==> config.mk <==
export PLATFORM = sky130hd
export DESIGN_NAME = fixed_partition_fit_allocator
export DESIGN_NICKNAME = d
export VERILOG_FILES = /design/src/hw/rtl/fpfa_pkg.sv /design/src/hw/rtl/fixed_partition_fit_allocator.sv
export SDC_FILE = /design/constraint.sdc
export NUM_CORES = 1
export LEC_CHECK = 0
export BUFFER_PORTS_ARGS = -buffer_cell sky130_fd_sc_hd__buf_4
export CAP_MARGIN = 20
export CORE_UTILIZATION = 45
export DETAILED_ROUTE_END_ITERATION = 10
export PLACE_DENSITY = 0.6
export RECOVER_POWER = 25
export REMOVE_ABC_BUFFERS = 1
export SYNTH_ARGS = -nofsm -noshare
export SYNTH_HDL_FRONTEND = slang
export SYNTH_SLANG_ARGS = --single-unit
==> constraint.sdc <==
create_clock -name clk -period 4.2 [get_ports clk]
set_clock_uncertainty 0.15 [all_clocks]
set_input_delay 0.21 -clock clk [delete_from_list [all_inputs] [get_ports clk]]
set_output_delay 0.21 -clock clk [all_outputs]
set_load 0.02 [all_outputs]
==> src/hw/rtl/fpfa_pkg.sv <==
// ----------------------------------------------------------------------------
// fpfa_pkg
// Shared types and constants for the fixed partition fit allocator: operation
// and fit mode codes, configuration register indexes and the sequencer states.
// ----------------------------------------------------------------------------
package fpfa_pkg;

    // Fixed field widths of the command and result words.
    localparam int OP_W       = 2;
    localparam int PIDX_W     = 4;
    localparam int SIZE_IN_W  = 16;
    localparam int PID_W      = 16;
    localparam int GIDX_W     = 4;
    localparam int TOTAL_W    = 20;
    localparam int INUSE_W    = 5;
    localparam int MODE_W     = 2;
    localparam int CFG_IDX_W  = 1;
    localparam int CFG_DATA_W = 5;

    // Saturation ceiling of the fragmentation total.
    localparam logic [TOTAL_W-1:0] TOTAL_MAX = 20'hFFFFF;

    // Reset value of the in-use count configuration register.
    localparam logic [INUSE_W-1:0] INUSE_RESET = 5'd16;

    // Operation codes.
    localparam logic [OP_W-1:0] OP_LOAD  = 2'd0;
    localparam logic [OP_W-1:0] OP_ALLOC = 2'd1;
    localparam logic [OP_W-1:0] OP_FLUSH = 2'd2;

    // Fit modes; any other code behaves as first fit.
    localparam logic [MODE_W-1:0] MODE_FIRST = 2'd0;
    localparam logic [MODE_W-1:0] MODE_BEST  = 2'd1;
    localparam logic [MODE_W-1:0] MODE_WORST = 2'd2;

    // Configuration register indexes.
    localparam logic [CFG_IDX_W-1:0] CFG_INUSE = 1'd0;
    localparam logic [CFG_IDX_W-1:0] CFG_MODE  = 1'd1;

    // Sequencer states.
    typedef enum logic [1:0] {
        ST_IDLE,
        ST_SCAN,
        ST_DRAIN,
        ST_WRITE
    } fpfa_state_t;

endpackage

==> src/hw/rtl/fixed_partition_fit_allocator.sv <==
// ----------------------------------------------------------------------------
// fixed_partition_fit_allocator
// Fixed partition table with first, best and worst fit placement. Sizes and
// per-partition allocation records live in two synchronous memories; the
// allocated marks sit in flip-flops so that a flush clears them at once.
// ----------------------------------------------------------------------------
//  Channel   Ports                                                  Handshake
//  command   operation, partition_index, size_value, process_id     start & !busy
//  result    granted, granted_index, process_id_echo,               done, one cycle
//            fragmentation_total
//  config    cfg_we, cfg_index, cfg_data                            cfg_we
//
//  A word is answered once the active partitions have been scanned; when none
//  is active the scan is skipped. Each memory has a single read port, so the
//  scan reads one entry per cycle, then ST_DRAIN empties the read pipeline and
//  ST_WRITE writes back. busy drops in the done cycle, so the next word can be
//  taken then; none is taken while a word is in progress. Reset clears the
//  marks and the total and restores the configuration defaults; memory contents
//  are undefined until loaded. The result receiver cannot stall the block.
// ----------------------------------------------------------------------------
module fixed_partition_fit_allocator
    import fpfa_pkg::*;
#(
    parameter int MAX_PARTITIONS = 16,
    parameter int SIZE_BITS      = 16
)
(
    input  logic                  clk,
    input  logic                  rst_n,
    // Configuration write port
    input  logic                  cfg_we,
    input  logic [CFG_IDX_W-1:0]  cfg_index,
    input  logic [CFG_DATA_W-1:0] cfg_data,
    // Command word
    input  logic                  start,
    output logic                  busy,
    input  logic [OP_W-1:0]       operation,
    input  logic [PIDX_W-1:0]     partition_index,
    input  logic [SIZE_IN_W-1:0]  size_value,
    input  logic [PID_W-1:0]      process_id,
    // Result word
    output logic                  done,
    output logic                  granted,
    output logic [GIDX_W-1:0]     granted_index,
    output logic [PID_W-1:0]      process_id_echo,
    output logic [TOTAL_W-1:0]    fragmentation_total
);

    localparam int IDX_W = (MAX_PARTITIONS > 1) ? $clog2(MAX_PARTITIONS) : 1;
    localparam int CNT_W = $clog2(MAX_PARTITIONS + 1);
    localparam int SUM_W = ((SIZE_BITS > TOTAL_W) ? SIZE_BITS : TOTAL_W) + 1;
    localparam int REC_W = PID_W + SIZE_BITS;

    // Sequencer and configuration registers.
    fpfa_state_t state_reg, state_next;
    logic [INUSE_W-1:0] inuse_reg;
    logic [MODE_W-1:0]  mode_reg;

    // Latched command word.
    logic [OP_W-1:0]      op_reg, op_next;
    logic [PIDX_W-1:0]    idx_reg, idx_next;
    logic [SIZE_BITS-1:0] req_reg, req_next;
    logic [PID_W-1:0]     pid_reg, pid_next;

    // Scan control and search state.
    logic [CNT_W-1:0]     count_reg, count_next;
    logic [IDX_W-1:0]     addr_reg, addr_next;
    logic                 rd_valid_reg, rd_valid_next;
    logic [IDX_W-1:0]     rd_idx_reg, rd_idx_next;
    logic [TOTAL_W-1:0]   acc_reg, acc_next;
    logic                 found_reg, found_next;
    logic [IDX_W-1:0]     pick_reg, pick_next;
    logic [SIZE_BITS-1:0] gap_reg, gap_next;
    logic [MAX_PARTITIONS-1:0] mark_reg, mark_next;

    // Result registers.
    logic                 done_reg, done_next;
    logic                 granted_reg, granted_next;
    logic [GIDX_W-1:0]    gidx_reg, gidx_next;
    logic [PID_W-1:0]     pid_echo_reg, pid_echo_next;
    logic [TOTAL_W-1:0]   total_reg, total_next;

    // Memories and their registered read data.
    logic [SIZE_BITS-1:0] size_mem [MAX_PARTITIONS];
    logic [REC_W-1:0]     rec_mem  [MAX_PARTITIONS];
    logic [SIZE_BITS-1:0] size_rd_reg;
    logic [REC_W-1:0]     rec_rd_reg;

    // FSM outputs.
    logic scan_issue;
    logic commit;

    // Combinational helpers.
    logic [CNT_W-1:0]     active_count;
    logic                 last_addr;
    logic                 load_ok;
    logic                 size_we;
    logic                 rec_we;
    logic [SIZE_BITS-1:0] rd_leftover;
    logic                 rd_marked;
    logic                 rd_fits;
    logic [SIZE_BITS-1:0] rd_gap;
    logic                 take_entry;
    logic [SUM_W-1:0]     scan_sum;
    logic [TOTAL_W-1:0]   scan_sum_sat;
    logic [SUM_W-1:0]     grant_sum;
    logic [TOTAL_W-1:0]   grant_sum_sat;

    // Number of partitions that take part in the scan.
    always_comb
    begin
        if (32'(inuse_reg) > MAX_PARTITIONS)
        begin
            active_count = CNT_W'(MAX_PARTITIONS);
        end
        else
        begin
            active_count = CNT_W'(inuse_reg);
        end
    end

    assign last_addr = (CNT_W'(addr_reg) == (count_reg - CNT_W'(1)));
    assign load_ok   = (32'(idx_reg) < MAX_PARTITIONS);

    // Next state of the sequencer.
    always_comb
    begin
        state_next = state_reg;
        case (state_reg)
            ST_IDLE:
            begin
                if (start)
                begin
                    state_next = (active_count == '0) ? ST_WRITE : ST_SCAN;
                end
            end
            ST_SCAN:
            begin
                if (last_addr)
                begin
                    state_next = ST_DRAIN;
                end
            end
            ST_DRAIN:
            begin
                state_next = ST_WRITE;
            end
            ST_WRITE:
            begin
                state_next = ST_IDLE;
            end
            default:
            begin
                state_next = ST_IDLE;
            end
        endcase
    end

    // Outputs of the sequencer.
    always_comb
    begin
        busy       = 1'b1;
        scan_issue = 1'b0;
        commit     = 1'b0;
        case (state_reg)
            ST_IDLE:
            begin
                busy = 1'b0;
            end
            ST_SCAN:
            begin
                scan_issue = 1'b1;
            end
            ST_DRAIN:
            begin
                busy = 1'b1;
            end
            ST_WRITE:
            begin
                commit = 1'b1;
            end
            default:
            begin
                busy = 1'b1;
            end
        endcase
    end

    // Evaluation of the entry whose read data has just arrived.
    assign rd_leftover = rec_rd_reg[SIZE_BITS-1:0];
    assign rd_marked   = mark_reg[rd_idx_reg];
    assign rd_fits     = !rd_marked && (size_rd_reg >= req_reg);
    assign rd_gap      = size_rd_reg - req_reg;

    always_comb
    begin
        take_entry = 1'b0;
        if (rd_fits)
        begin
            if (!found_reg)
            begin
                take_entry = 1'b1;
            end
            else if ((mode_reg == MODE_BEST) && (rd_gap < gap_reg))
            begin
                take_entry = 1'b1;
            end
            else if ((mode_reg == MODE_WORST) && (rd_gap > gap_reg))
            begin
                take_entry = 1'b1;
            end
        end
    end

    // Saturating adds for the running total and the final grant.
    assign scan_sum      = SUM_W'(acc_reg) + SUM_W'(rd_leftover);
    assign scan_sum_sat  = (scan_sum > SUM_W'(TOTAL_MAX)) ? TOTAL_MAX
                                                          : TOTAL_W'(scan_sum);
    assign grant_sum     = SUM_W'(acc_reg) + SUM_W'(gap_reg);
    assign grant_sum_sat = (grant_sum > SUM_W'(TOTAL_MAX)) ? TOTAL_MAX
                                                           : TOTAL_W'(grant_sum);

    // Memory write enables, used only in the write-back cycle.
    assign size_we = commit && (op_reg == OP_LOAD) && load_ok;
    assign rec_we  = commit && (op_reg == OP_ALLOC) && found_reg;

    // Datapath next values.
    always_comb
    begin
        op_next       = op_reg;
        idx_next      = idx_reg;
        req_next      = req_reg;
        pid_next      = pid_reg;
        count_next    = count_reg;
        addr_next     = addr_reg;
        rd_valid_next = 1'b0;
        rd_idx_next   = rd_idx_reg;
        acc_next      = acc_reg;
        found_next    = found_reg;
        pick_next     = pick_reg;
        gap_next      = gap_reg;
        mark_next     = mark_reg;
        done_next     = 1'b0;
        granted_next  = granted_reg;
        gidx_next     = gidx_reg;
        pid_echo_next = pid_echo_reg;
        total_next    = total_reg;

        // Latch the command word and clear the search state.
        if (!busy && start)
        begin
            op_next    = operation;
            idx_next   = partition_index;
            req_next   = SIZE_BITS'(size_value);
            pid_next   = process_id;
            count_next = active_count;
            addr_next  = '0;
            acc_next   = '0;
            found_next = 1'b0;
            pick_next  = '0;
            gap_next   = '0;
        end

        // Issue one memory read per cycle.
        if (scan_issue)
        begin
            rd_valid_next = 1'b1;
            rd_idx_next   = addr_reg;
            addr_next     = addr_reg + IDX_W'(1);
        end

        // Accumulate leftovers of allocated entries and track the best pick.
        if (rd_valid_reg)
        begin
            if (rd_marked)
            begin
                acc_next = scan_sum_sat;
            end
            if (take_entry)
            begin
                found_next = 1'b1;
                pick_next  = rd_idx_reg;
                gap_next   = rd_gap;
            end
        end

        // Write back marks and form the result word.
        if (commit)
        begin
            done_next     = 1'b1;
            granted_next  = 1'b0;
            gidx_next     = '0;
            pid_echo_next = pid_reg;
            total_next    = acc_reg;
            if ((op_reg == OP_ALLOC) && found_reg)
            begin
                mark_next[pick_reg] = 1'b1;
                granted_next        = 1'b1;
                gidx_next           = GIDX_W'(pick_reg);
                total_next          = grant_sum_sat;
            end
            else if (op_reg == OP_FLUSH)
            begin
                mark_next  = '0;
                total_next = '0;
            end
        end
    end

    // Control registers.
    always_ff @(posedge clk or negedge rst_n)
    begin
        if (!rst_n)
        begin
            state_reg    <= ST_IDLE;
            inuse_reg    <= INUSE_RESET;
            mode_reg     <= MODE_FIRST;
            rd_valid_reg <= 1'b0;
            mark_reg     <= '0;
            done_reg     <= 1'b0;
            total_reg    <= '0;
        end
        else
        begin
            state_reg    <= state_next;
            rd_valid_reg <= rd_valid_next;
            mark_reg     <= mark_next;
            done_reg     <= done_next;
            total_reg    <= total_next;
            if (cfg_we)
            begin
                case (cfg_index)
                    CFG_INUSE: inuse_reg <= cfg_data;
                    CFG_MODE:  mode_reg  <= cfg_data[MODE_W-1:0];
                    default:   inuse_reg <= inuse_reg;
                endcase
            end
        end
    end

    // Payload registers.
    always_ff @(posedge clk)
    begin
        op_reg       <= op_next;
        idx_reg      <= idx_next;
        req_reg      <= req_next;
        pid_reg      <= pid_next;
        count_reg    <= count_next;
        addr_reg     <= addr_next;
        rd_idx_reg   <= rd_idx_next;
        acc_reg      <= acc_next;
        found_reg    <= found_next;
        pick_reg     <= pick_next;
        gap_reg      <= gap_next;
        granted_reg  <= granted_next;
        gidx_reg     <= gidx_next;
        pid_echo_reg <= pid_echo_next;
    end

    // Partition size memory: written by loads, read during the scan.
    always_ff @(posedge clk)
    begin
        if (size_we)
        begin
            size_mem[IDX_W'(idx_reg)] <= req_reg;
        end
        size_rd_reg <= size_mem[addr_reg];
    end

    // Allocation record memory: owner id and leftover recorded at grant time.
    always_ff @(posedge clk)
    begin
        if (rec_we)
        begin
            rec_mem[pick_reg] <= {pid_reg, gap_reg};
        end
        rec_rd_reg <= rec_mem[addr_reg];
    end

    assign done                = done_reg;
    assign granted             = granted_reg;
    assign granted_index       = gidx_reg;
    assign process_id_echo     = pid_echo_reg;
    assign fragmentation_total = total_reg;

endmodule
### Word-level counts from Yosys, hierarchy flattened

Memories as Yosys holds them, arrays and structs flattened. A register that Yosys moved wholly into a read port is not among the register bits.
Index checks and enable logic that the tools add are counted.

| storage, ports and cells | value |
|---|---|
| register bits after elaboration | 160 |
| bits in writable memories | 768 |
| output and inout bits | 43 |
| logic and storage cells | 111 |
| memories kept | 2 |

| cells by class | value |
|---|---|
| add/sub/neg operators | 5 |
| order comparisons | 9 |
| equal/unequal tests | 10 |
| muxes and demuxes | 43 |
| bitwise operators | 2 |
| reductions and logical operators | 19 |

Memories:

| memory | depth | bits a word | read ports | clocked after Yosys merged registers in | wr ports | RTL line | text |
|---|---|---|---|---|---|---|---|
| rec_mem | 16 | 32 | 1 | 1 | 1 | fixed_partition_fit_allocator.sv:85 | `logic [REC_W-1:0] rec_mem [MAX_PARTITIONS];` |
| size_mem | 16 | 16 | 1 | 1 | 1 | fixed_partition_fit_allocator.sv:84 | `logic [SIZE_BITS-1:0] size_mem [MAX_PARTITIONS];` |

Operators with widths:

| operator | number |
|---|---|
| two-way mux 20 bit | 7 |
| two-way mux 16 bit | 5 |
| adder 20 x 16 -> 21 bit | 2 |
| greater-than comparator 21 x 20 -> 1 bit, second input constant | 2 |
| two-way mux 4 bit | 5 |
| two-way mux 1 bit | 19 |
| greater-or-equal comparator 16 bit | 1 |
| greater-than comparator 16 bit | 1 |
| less-than comparator 16 bit | 1 |
| bitwise OR 16 bit | 1 |
| subtractor 16 bit | 1 |
| less-than comparator 4 x 5 -> 1 bit, second input constant | 2 |
| logical AND 1 bit | 9 |
| == test 2 bit, second input constant | 4 |
| case mux 2 bit (4 select lines) | 1 |
| AND reduction 2 bit | 4 |
| == test 2 x 1 -> 1 bit, second input constant | 3 |
| two-way mux 2 bit | 3 |
| == test 4 x 5 -> 1 bit | 1 |
| greater-than comparator 5 bit, second input constant | 1 |
| logical NOT 5 bit | 1 |
| two-way mux 5 bit | 1 |
| subtractor 5 x 1 -> 5 bit, second input constant | 1 |
| adder 4 x 1 -> 4 bit, second input constant | 1 |
| other kinds (8) | 11 |

### Logic depth before layout (Yosys ltp)

Gate-level depths: netlist (run 1).

| logic depth | value |
|---|---|
| depth after elaboration | 9 |
| depth in mapped cells | 19 |
| gate-level depth less buffers | 17 |

### Least setup slack after synthesis (run 1)

No wires, ideal clock.

| path | value |
|---|---|
| path type | reg-to-reg |
| start point | reg req_reg[1] |
| end point | reg gap_reg[14] |
| setup time | 0.121 ns |
| data arrival time | 4.046 ns |
| slack | -0.117 ns |
| cell stages (with the launch flop) | 19 |
| buffers on the path | 2 |
| clock period less this slack | 4.317 ns |
| cells stage by stage | edfxtp_1 -> inv_1 -> ha_1 -> nor2b_1 -> o31a_1 -> nor4_1 -> o211ai_1 -> a31oi_1 -> xnor2_1 -> ha_1 -> nand4_1 -> nor4_1 -> nand4_1 -> a31o_2 -> a211oi_1 -> or2_1 -> buf_6 -> buf_6 -> mux2_4 |

| on the way | value |
|---|---|
| longest elaborated chain between the ends | 9 |
| elaborated cells between the ends (all ways) | 13 |
| those cells by class | add/sub (1); order compare (3); mux (6); reduce/logical (3) |

Ends and longest elaborated chain:

| element | RTL line | text |
|---|---|---|
| start: declaration | fixed_partition_fit_allocator.sv:62 | `logic [SIZE_BITS-1:0] req_reg, req_next;` |
| start signal: assignment | fixed_partition_fit_allocator.sv:346 | `req_reg <= req_next;` |
| subtractor 16 bit | fixed_partition_fit_allocator.sv:193 | `assign rd_gap = size_rd_reg - req_reg;` |
| greater-than comparator 16 bit | fixed_partition_fit_allocator.sv:208 | `else if ((mode_reg == MODE_WORST) && (rd_gap > gap_reg))` |
| logical AND 1 bit | fixed_partition_fit_allocator.sv:208 |  |
| two-way mux 1 bit | fixed_partition_fit_allocator.sv:208 |  |
| two-way mux 1 bit | fixed_partition_fit_allocator.sv:204 | `else if ((mode_reg == MODE_BEST) && (rd_gap < gap_reg))` |
| two-way mux 1 bit | fixed_partition_fit_allocator.sv:200 | `if (!found_reg)` |
| two-way mux 1 bit | fixed_partition_fit_allocator.sv:198 | `if (rd_fits)` |
| two-way mux 16 bit * | fixed_partition_fit_allocator.sv:279 | `if (take_entry)` |
| two-way mux 16 bit * | fixed_partition_fit_allocator.sv:273 | `if (rd_valid_reg)` |
| via gap_next[14] | fixed_partition_fit_allocator.sv:73 | `logic [SIZE_BITS-1:0] gap_reg, gap_next;` |
| end signal: assignment | fixed_partition_fit_allocator.sv:354 | `gap_reg <= gap_next;` |
| end: declaration | fixed_partition_fit_allocator.sv:73 |  |

The timed path passes the listed nets; every way through them passes the cells marked *.
A chain may end at the register's enable or synchronous reset.

### Worst setup path in the final report (run 1)

| path | value |
|---|---|
| start point | reg req_reg[1] |
| end point | reg gap_reg[13] |

Same word-level chain as after synthesis.

==> results of run 1 <==
-- metal layers --
| metal | part of all wire [%] | up-vias | global-route usage (%) |
|---|---|---|---|
| met5 | 0 | - | 0 |
| met2 | 51 | 350 | 35.5 |
| met1 | 43 | 8259 | 27.2 |
| met4 | 2.7 | 0 | 6.40 |
| met3 | 4.0 | 127 | 3.16 |
| li1 | - | 7204 | - |
-- synth_stat cells (19+ instances only) --
library cell and number:
nor2b_1 28, dfrtp_1 46, xnor2_1 22, o21a_1 27, o21ai_1 20, dfxtp_1 73
nor3_1 22, mux4_2 164, a21oi_1 74, nand2_1 59, inv_1 70, ha_1 71
o21ai_0 38, edfxtp_1 584, a21o_1 19, clkbuf_1 43, nor2_1 76
-- cell type report --
class | count | share of cell area [%]
clock inverters | 25 | 0.588
inverters | 71 | 0.768
clock buffers | 106 | 6.04
flip-flops and latches | 704 | 58.2
well taps | 846 | 3.05
multi-input cells | 822 | 24.5
repair buffers | 294 | 6.92
-- where the power goes --
group | internal [mW] | leakage [nW] | switching [mW]
combinational | 4.10 | 4.70 | 4.03
clock | 3.55 | 1.12 | 2.67
sequential | 8.50 | 6.56 | 0.494
-- worst max-delay path, delay by kind of cell (launching register included) --
family	cells	cell delay (ns)
flip-flops	1	0.42
AND/OR/NAND/NOR	6	1.12
buffers and inverters	3	0.43
multiplexers	1	0.30
XOR/XNOR	1	0.14
AO/OA/AOI/OAI	5	0.89
adder cells (fa/ha/maj)	2	0.69
-- final timing paths --
| path | startpoint | end | slack [ns] | depth (start not counted) |
|---|---|---|---|---|
| max | req_reg[1] | gap_reg[13] | -0.05 | 18 |
| min | size_value[10] | req_reg[10] | 0.17 | 2 |
| max reg2reg | req_reg[1] | gap_reg[13] | -0.05 | 18 |
| min reg2reg | pid_reg[5] | process_id_echo[5] | 0.26 | 0 |
| max in group asynchronous | rst_n | fragmentation_total[0] | 1.43 | 2 |
| min in group asynchronous | rst_n | fragmentation_total[16] | 0.90 | 2 |
-- per-stage QoR --
step	instance area [um^2]	utilization [%]	hold slack, ns	std cells
2_1_floorplan	28700	-	-0.236	1597
3_3_place_gp	31600	49.9	0.134	2658
3_5_place_dp	31600	49.9	0.139	2658
4_1_cts	34700	54.8	0.0308	2861
5_1_grt	34700	54.8	0.158	2868
6_report	34700	54.8	0.167	2868
-- kinds of logic after synthesis --
logic type | count (synthesis)
xor+xnor | 40
buf+inv | 131
mux | 197
fa+ha+maj | 74
compound gates | 250
flops | 704
simple gates | 261
-- repair_timing --
action / in CTS / in global routing
endpoints found under the hold margin: 94 / 0
pin swaps: 23 / 19
cloned: 1 / 0
resized for setup: 23 / 17
hold buffers: 52 / 0
buffers inserted: 19 / 7
endpoints found under the setup margin: 21 / 21
==> impl_metrics.ini, run 1 <==
[cts]
cts_tree = yes
clockBufferDepth = 3
insertion_delay_ns = 0.62
cts_num_sinks = 704
cts_htree_levels = 3
clk_pin_slew_worst_paths_ns = 0.06
cts_root_buf = clkbuf_16
cts_made_buffers = 72

[die]
dieArea_mm2 = 0.0654
core_mm2 = 0.0633
core.rowCount = 92
fp.dieW_um = 256
die_y_um = 256
ios = 91
start_util_pct = 45.7

[run_status]
status = finished, violations left
violations = capacitance limit, slew limit, setup timing

[critical_path]
required_ns = 4.55
end_kind = flip-flop
crit_fanout = 6
worstPathArrival_ns = 4.60
cp_cell_sequence = buf_4 -> buf_4 -> fa_2 -> nor2b_2 -> o21ai_2 -> a21oi_2 -> o41ai_2 -> nor2b_2 -> xnor2_1 -> ha_1 -> nand4_1 -> nor4_2 -> nand4_1 -> a31o_2 -> a211oi_2 -> or2_4 -> buf_12 -> mux2_4
start_kind = flip-flop
cp_slowest_cell = edfxtp_1
worst-setup-path-type = reg -> reg
cpPeakStageDelay_ns = 0.42

[yosys]
synth_top_area_cell = edfxtp_1
async_flop_share_pct = 6.68
synth_edf_count = 584
synth_mux_area_share_pct = 14.2
ys_ff_latch = 704
synth.distinct_cells = 68
avgSynthCellArea_um2 = 17.5
synthDominantCellAreaShare_pct = 60.6
ys_warn_count = 0
synth_area_mm2 = 0.0290
yosys.area_share.adder_pct = 3.28
synth_xor_area_share_pct = 1.21
syn-instance-count = 1657
synth_area_leaders = edfxtp_1, mux4_2, dfxtp_1
synth_compound_gate_area_share_pct = 5.42
yosys_most_used_dff = edfxtp_1
synth_top_family_by_area = multiplexers
synthSimpleGateAreaFrac_pct = 4.40
seq_area_frac_synth_pct = 69.7

[placed_design]
io_buffers = 90
dpl_worst_slack_ns = -0.316
hpwl_mm = 40.4
gp_congestion = 0.870

[routing]
wire_per_inst_um = 23.3
postRouteWirelength_mm = 66.8
ant_nets = 0
first_iter_violations = 1062
detail_route.drc_violations = 0
num_vias = 15940
via_per_inst = 5.56
drt_first_pass_iters = 5

[global_route]
grt_pass1_vias = 16720
antenna_found_initial = 0
grt_pass1_wl_mm = 102
overflow = 0
grt_max_degree = 68
grt_util_all_layers_pct = 20.7

[power_and_ir_drop]
max-vdd-ir-drop_mv = 0.529
p_per_area_mw_per_mm2 = 673
power_mw = 23.3
power_leakage_nw = 12.4

[sta]
hold_violations = 0
max_clock_freq_mhz = 235
tightest_slew_ns = 2.77
setup_slack_ns = -0.0511
setup_tns_ns = -0.525
fin_crit_sh_pct = 101
setup_viol = 15
period_needed_ns = 4.25
relSlewSlack_pct = -84.9
rsz0062_at_grt = yes
maxSlewViolCount = 48

[hold_path]
hp-class = in -> reg

[layout]
layout_common_cells = edfxtp_1, buf_4, mux4_2, clkbuf_16, dfxtp_1
register_area_mm2 = 0.0202
final_common_cell = edfxtp_1
antenna_cells = 0
drive_gt1_share_pct = 28.1
num-fill-cells = 4953
largestRegisters = rec_mem x256, size_mem x256
multi_input_area_mm2 = 0.00849
fin_nets = 2087
syn_to_final_growth_pct = 19.8

[run]
maxCapViolCount = 1
Power figures use the tool's default switching activity.
==> inputs of run 2 (changes only) <==
--- a/config.mk
+++ b/config.mk
@@ -9,6 +9,7 @@
 export CAP_MARGIN = 20
 export CORE_UTILIZATION = 45
 export DETAILED_ROUTE_END_ITERATION = 10
+export GPL_TIMING_DRIVEN = 0
 export PLACE_DENSITY = 0.6
 export RECOVER_POWER = 25
 export REMOVE_ABC_BUFFERS = 1
==> impl_metrics.ini, run 2 (same netlist as run 1, synthesis figures left out) <==
[layout]
fin_area_mm2 = 0.0353
layout_common_cells = edfxtp_1, mux4_2, dfxtp_1, clkbuf_16, a21oi_1
final_common_cell = edfxtp_1
largestRegisters = rec_mem x256, size_mem x256
fin_nets = 2039
drive_gt1_share_pct = 27.5
final_core_util_pct = 55.8
register_area_mm2 = 0.0202
antenna_cells = 0
num-fill-cells = 4867
multi_input_area_mm2 = 0.00858
syn_to_final_growth_pct = 22.1

[global_route]
antenna_found_initial = 0
grt_pass1_wl_mm = 99.8
grt_max_degree = 48
overflow = 0
grt_pass1_vias = 16272
grt_util_all_layers_pct = 20.3

[critical_path]
reg2reg_from = req_reg[1]
required_ns = 4.55
cp_cell_sequence = inv_2 -> ha_4 -> nor2b_4 -> o31a_1 -> nor4_4 -> o211ai_1 -> a31oi_1 -> xnor2_1 -> ha_1 -> nand4_1 -> nor4_2 -> nand4_1 -> a31o_2 -> a211oi_2 -> or2_4 -> buf_6 -> mux2_4
r2r_slack_ns = -0.004
end_kind = flip-flop
crit_top_cell = nand4_1
crit_family = compound AO/OA/AOI/OAI gates
timing.rr.end = gap_reg[14]
worst-setup-path-type = reg -> reg
crit_fanout = 6
start_kind = flip-flop
cp_slowest_cell = edfxtp_1
worstPathArrival_ns = 4.55
worstPathBufferInverterCount = 2
cpPeakStageDelay_ns = 0.47
reg2reg_depth = 17

[routing]
detail_route.drc_violations = 0
drt_first_pass_iters = 5
via_per_inst = 5.55
first_iter_violations = 1139
postRouteWirelength_mm = 64.9
ant_nets = 0
wire_per_inst_um = 23.0
num_vias = 15656

[power_and_ir_drop]
p_per_area_mw_per_mm2 = 670
power_mw = 23.7
max-vdd-ir-drop_mv = 0.597
power_leakage_nw = 12.5

[sta]
max_clock_freq_mhz = 238
hold_violations = 0
period_needed_ns = 4.20
maxSlewViolCount = 48
setup_slack_ns = -0.00386
setup_viol = 3
fin_crit_sh_pct = 100
holdWs_ns = 0.173
tightest_slew_ns = 2.83
rsz0062_at_grt = yes
relSlewSlack_pct = -88.4

[hold_path]
hold_depth = 2
hp-class = in -> reg
hold_end = req_reg[6]
hold_start = size_value[6]

[cts]
cts_htree_levels = 3
cts_root_buf = clkbuf_16
cts_made_buffers = 72
clk_pin_slew_worst_paths_ns = 0.06
clockBufferDepth = 3
cts_tree = yes
cts_num_sinks = 704
insertion_delay_ns = 0.62

[placed_design]
hpwl_mm = 45.3
placed_area_mm2 = 0.0319
gp_congestion = 0.868
dpl_worst_slack_ns = -1.63
io_buffers = 90

[run_status]
violations = capacitance limit, slew limit, setup timing
status = finished, violations left

[die]
die_y_um = 256
core_mm2 = 0.0633
ios = 91
start_util_pct = 45.7
core.rowCount = 92
dieArea_mm2 = 0.0654
fp.dieW_um = 256

[run]
maxCapViolCount = 1
==> run 2: cell count changes in the layout (fill, tap and decap cells not counted), moves of 4 or more <==
cell and delta:
buf_4 -107, buf_16 +28, buf_6 +20, buf_8 +20, clkbuf_1 -14, bufinv_16 +9, clkbuf_4 +7, buf_12 -5
clkbuf_16 -4
==> run 2: metrics by stage <==
stage,instances,TNS [ns]
detailed placement,2608,-30.23
finish,2822,-0.00540
global route,2822,-3.22
global placement,2533,-975.56
floorplan,1597,-99.52
CTS,2818,-0.00378
==> run 2: layer usage <==
metal | up-vias | part of all wire, % | track usage [%]
met4 | 0 | 2.5 | 6.07
met1 | 8093 | 40 | 24.9
li1 | 7107 | - | -
met2 | 349 | 54 | 36.4
met3 | 107 | 3.8 | 3.52
met5 | - | 0 | 0
==> run 2: area by class of cell <==
type / instances / area share (%)
sequential: 704 / 57.1
inverter: 71 / 0.754
timing repair buffer: 246 / 7.94
tap: 846 / 3.00
clock buffer: 99 / 5.62
multi-input combinational: 822 / 24.3
clock inverter: 34 / 1.34
==> run 2: where the power goes <==
part	internal (mW)	switching, mW	total [mW]
logic	4.08	3.77	7.85
clock network	3.95	2.65	6.60
registers	8.50	0.738	9.24
==> run 2: repair_timing <==
item / 4_1_cts / 5_1_grt
resized for setup: 37 / 11
buffers inserted: 25 / 4
pin swaps: 17 / 2
hold buffers: 52 / 0
hold endpoints to repair: 94 / 0
endpoints found under the setup margin: 39 / 21
==> run 2: worst max path at each step <==
stage                      from       endpoint  slack (ns)  depth (start not counted)
global route         req_reg[1]    gap_reg[14]       -0.20                         17
global placement    addr_reg[0]  rec_rd_reg[2]       -4.94                          2
floorplan           addr_reg[0]  rec_rd_reg[0]       -2.31                          2
detailed placement   req_reg[1]     gap_reg[2]       -1.63                         17
finish               req_reg[1]    gap_reg[14]      -0.004                         17
CTS                  req_reg[0]     gap_reg[6]      -0.004                         18
==> inputs of run 3 (changes only) <==
--- a/config.mk
+++ b/config.mk
@@ -10,7 +10,7 @@
 export CORE_UTILIZATION = 45
 export DETAILED_ROUTE_END_ITERATION = 10
 export GPL_TIMING_DRIVEN = 0
-export PLACE_DENSITY = 0.6
+export PLACE_DENSITY = 0.58
 export RECOVER_POWER = 25
 export REMOVE_ABC_BUFFERS = 1
 export SYNTH_ARGS = -nofsm -noshare
==> constraint.sdc (replaced) <==
create_clock -name clk -period 4.9 [get_ports clk]
set_clock_uncertainty 0.15 [all_clocks]
set_input_delay 0.49 -clock clk [delete_from_list [all_inputs] [get_ports clk]]
set_output_delay 0.49 -clock clk [all_outputs]
set_load 0.02 [all_outputs]
==> impl_metrics.ini, run 3 (same netlist as run 1, synthesis figures left out) <==
[sta]
setup_tns_ns = 0
holdWs_ns = 0.115
relSlewSlack_pct = -96.7
fin_crit_sh_pct = 95.1
hold_violations = 0
maxSlewViolCount = 48
max_clock_freq_mhz = 215
setup_viol = 0
period_needed_ns = 4.66
tightest_slew_ns = 2.95

[layout]
drive_gt1_share_pct = 25.2
num-fill-cells = 4870
final_common_cell = edfxtp_1
fin_nets = 2015
largestRegisters = rec_mem x256, size_mem x256
antenna_cells = 0
layout_common_cells = edfxtp_1, mux4_2, clkbuf_16, a21oi_1, dfxtp_1
syn_to_final_growth_pct = 20.3

[routing]
via_per_inst = 5.58
wire_per_inst_um = 23.5
detail_route.drc_violations = 0
postRouteWirelength_mm = 65.8
drt_first_pass_iters = 5
num_vias = 15612
first_iter_violations = 1188
ant_nets = 0

[critical_path]
crit_fanout = 15
end_kind = flip-flop
required_ns = 5.23
cpPeakStageDelay_ns = 0.46
cp_slowest_cell = edfxtp_1
timing.rr.end = gap_reg[2]
cp_cell_sequence = ha_1 -> fa_1 -> nor2b_1 -> o21ai_1 -> a21oi_2 -> o31ai_1 -> a211o_1 -> o311ai_2 -> ha_1 -> nand4_1 -> nor4_2 -> nand4_1 -> a31o_2 -> a211oi_2 -> or2_4 -> buf_16 -> mux2_1
reg2reg_depth = 17
endpoint = gap_reg[2]
cp-startpoint = req_reg[0]
start_kind = flip-flop
r2r_slack_ns = 0.24
reg2reg_from = req_reg[0]
worstPathArrival_ns = 4.99
worst-setup-path-type = reg -> reg

[power_and_ir_drop]
power_frac_seq_pct = 40.3
p_int_mw = 13.6
swShare_pct = 30.7
power_frac_comb_pct = 33.0
power_leakage_nw = 12.3
p_per_area_mw_per_mm2 = 564
power_mw = 19.6
max-vdd-ir-drop_mv = 0.337
p_sw_mw = 6.03
clockPowerShare_pct = 26.8

[global_route]
grt_pass1_vias = 16254
grt_pass1_wl_mm = 100
antenna_found_initial = 0
overflow = 0
grt_max_degree = 58
grt_util_all_layers_pct = 20.5

[run_status]
violations = capacitance limit, slew limit
status = finished, violations left

[cts]
clockBufferDepth = 3
clk_pin_slew_worst_paths_ns = 0.06
cts_root_buf = clkbuf_16
cts_htree_levels = 3
cts_num_sinks = 704
cts_tree = yes
cts_made_buffers = 73
insertion_delay_ns = 0.61

[run]
maxCapViolCount = 1

[die]
dieArea_mm2 = 0.0654
core.rowCount = 92
fp.dieW_um = 256
die_y_um = 256
start_util_pct = 45.7
core_mm2 = 0.0633
ios = 91

[placed_design]
gp_congestion = 0.866
hpwl_mm = 46.1
io_buffers = 90

[hold_path]
hp-class = in -> reg
## run 3: metrics by stage
step | instance area [um^2] | cells | util [%] | setup slack [ns]
2_1_floorplan | 28700 | 1597 | - | -1.61
3_3_place_gp | 30400 | 2533 | 48.1 | -4.29
3_5_place_dp | 32100 | 2608 | 50.6 | -0.726
4_1_cts | 34800 | 2795 | 55.0 | 0.0462
5_1_grt | 34800 | 2798 | 55.0 | -0.00982
6_report | 34800 | 2798 | 55.0 | 0.242
## run 3: cell type report
cell class | count | area (um^2) | area share, %
clock buffer | 112 | 2070 | 5.93
sequential | 704 | 20200 | 57.9
timing repair buffer | 221 | 2680 | 7.69
tap | 846 | 1060 | 3.04
clock inverter | 22 | 165 | 0.474
inverter | 71 | 269 | 0.773
multi-input combinational | 822 | 8410 | 24.1
## run 3: per-layer routing
metal	global-route usage, %	wire (um)	up-vias	share of wire (%)
met2	36.5	35000	378	53
met1	25.8	26500	8058	40
met3	3.05	2300	126	3.5
li1	-	-	7050	-
met4	6.64	1970	0	3.0
met5	0	0	-	0
## run 3: critical path: cells and delay by family (launching register included)
family,cells,cell delay (ns)
flip-flops,1,0.46
AND/OR/NAND/NOR,5,1.02
buffers and inverters,1,0.17
adder cells (fa/ha/maj),3,0.87
AO/OA/AOI/OAI,7,1.51
multiplexers,1,0.33
## run 3: how the worst min path moves through the flow
stage           startpoint             endpoint  slack [ns]  depth (start not counted)
2_1_floorplan        rst_n                 done        0.04                          0
3_3_place_gp    pid_reg[9]   process_id_echo[9]        0.25                          0
3_5_place_dp   pid_reg[10]  process_id_echo[10]        0.25                          0
4_1_cts             cfg_we          mode_reg[0]        0.07                          3
5_1_grt             cfg_we          mode_reg[0]         0.1                          3
6_report            cfg_we          mode_reg[0]        0.12                          3
## run 3: power by group through the flow
stage | logic [mW] | clock network [mW] | registers, mW
3_5_place_dp | 6.40 | 0 | 8.08
4_1_cts | 6.52 | 5.36 | 7.92
6_report | 6.47 | 5.25 | 7.91
5_1_grt | 7.07 | 5.61 | 7.99
2_1_floorplan | 4.04 | 0 | 8.33
3_3_place_gp | 5.18 | 0 | 8.67
## run 3: timing repair
item	in CTS	in global routing
resized for setup	7	4
endpoints found under the setup margin	21	16
pin swaps	0	2
endpoints found under the hold margin	91	0
cloned	0	0
hold buffers	44	0
buffers inserted	9	2
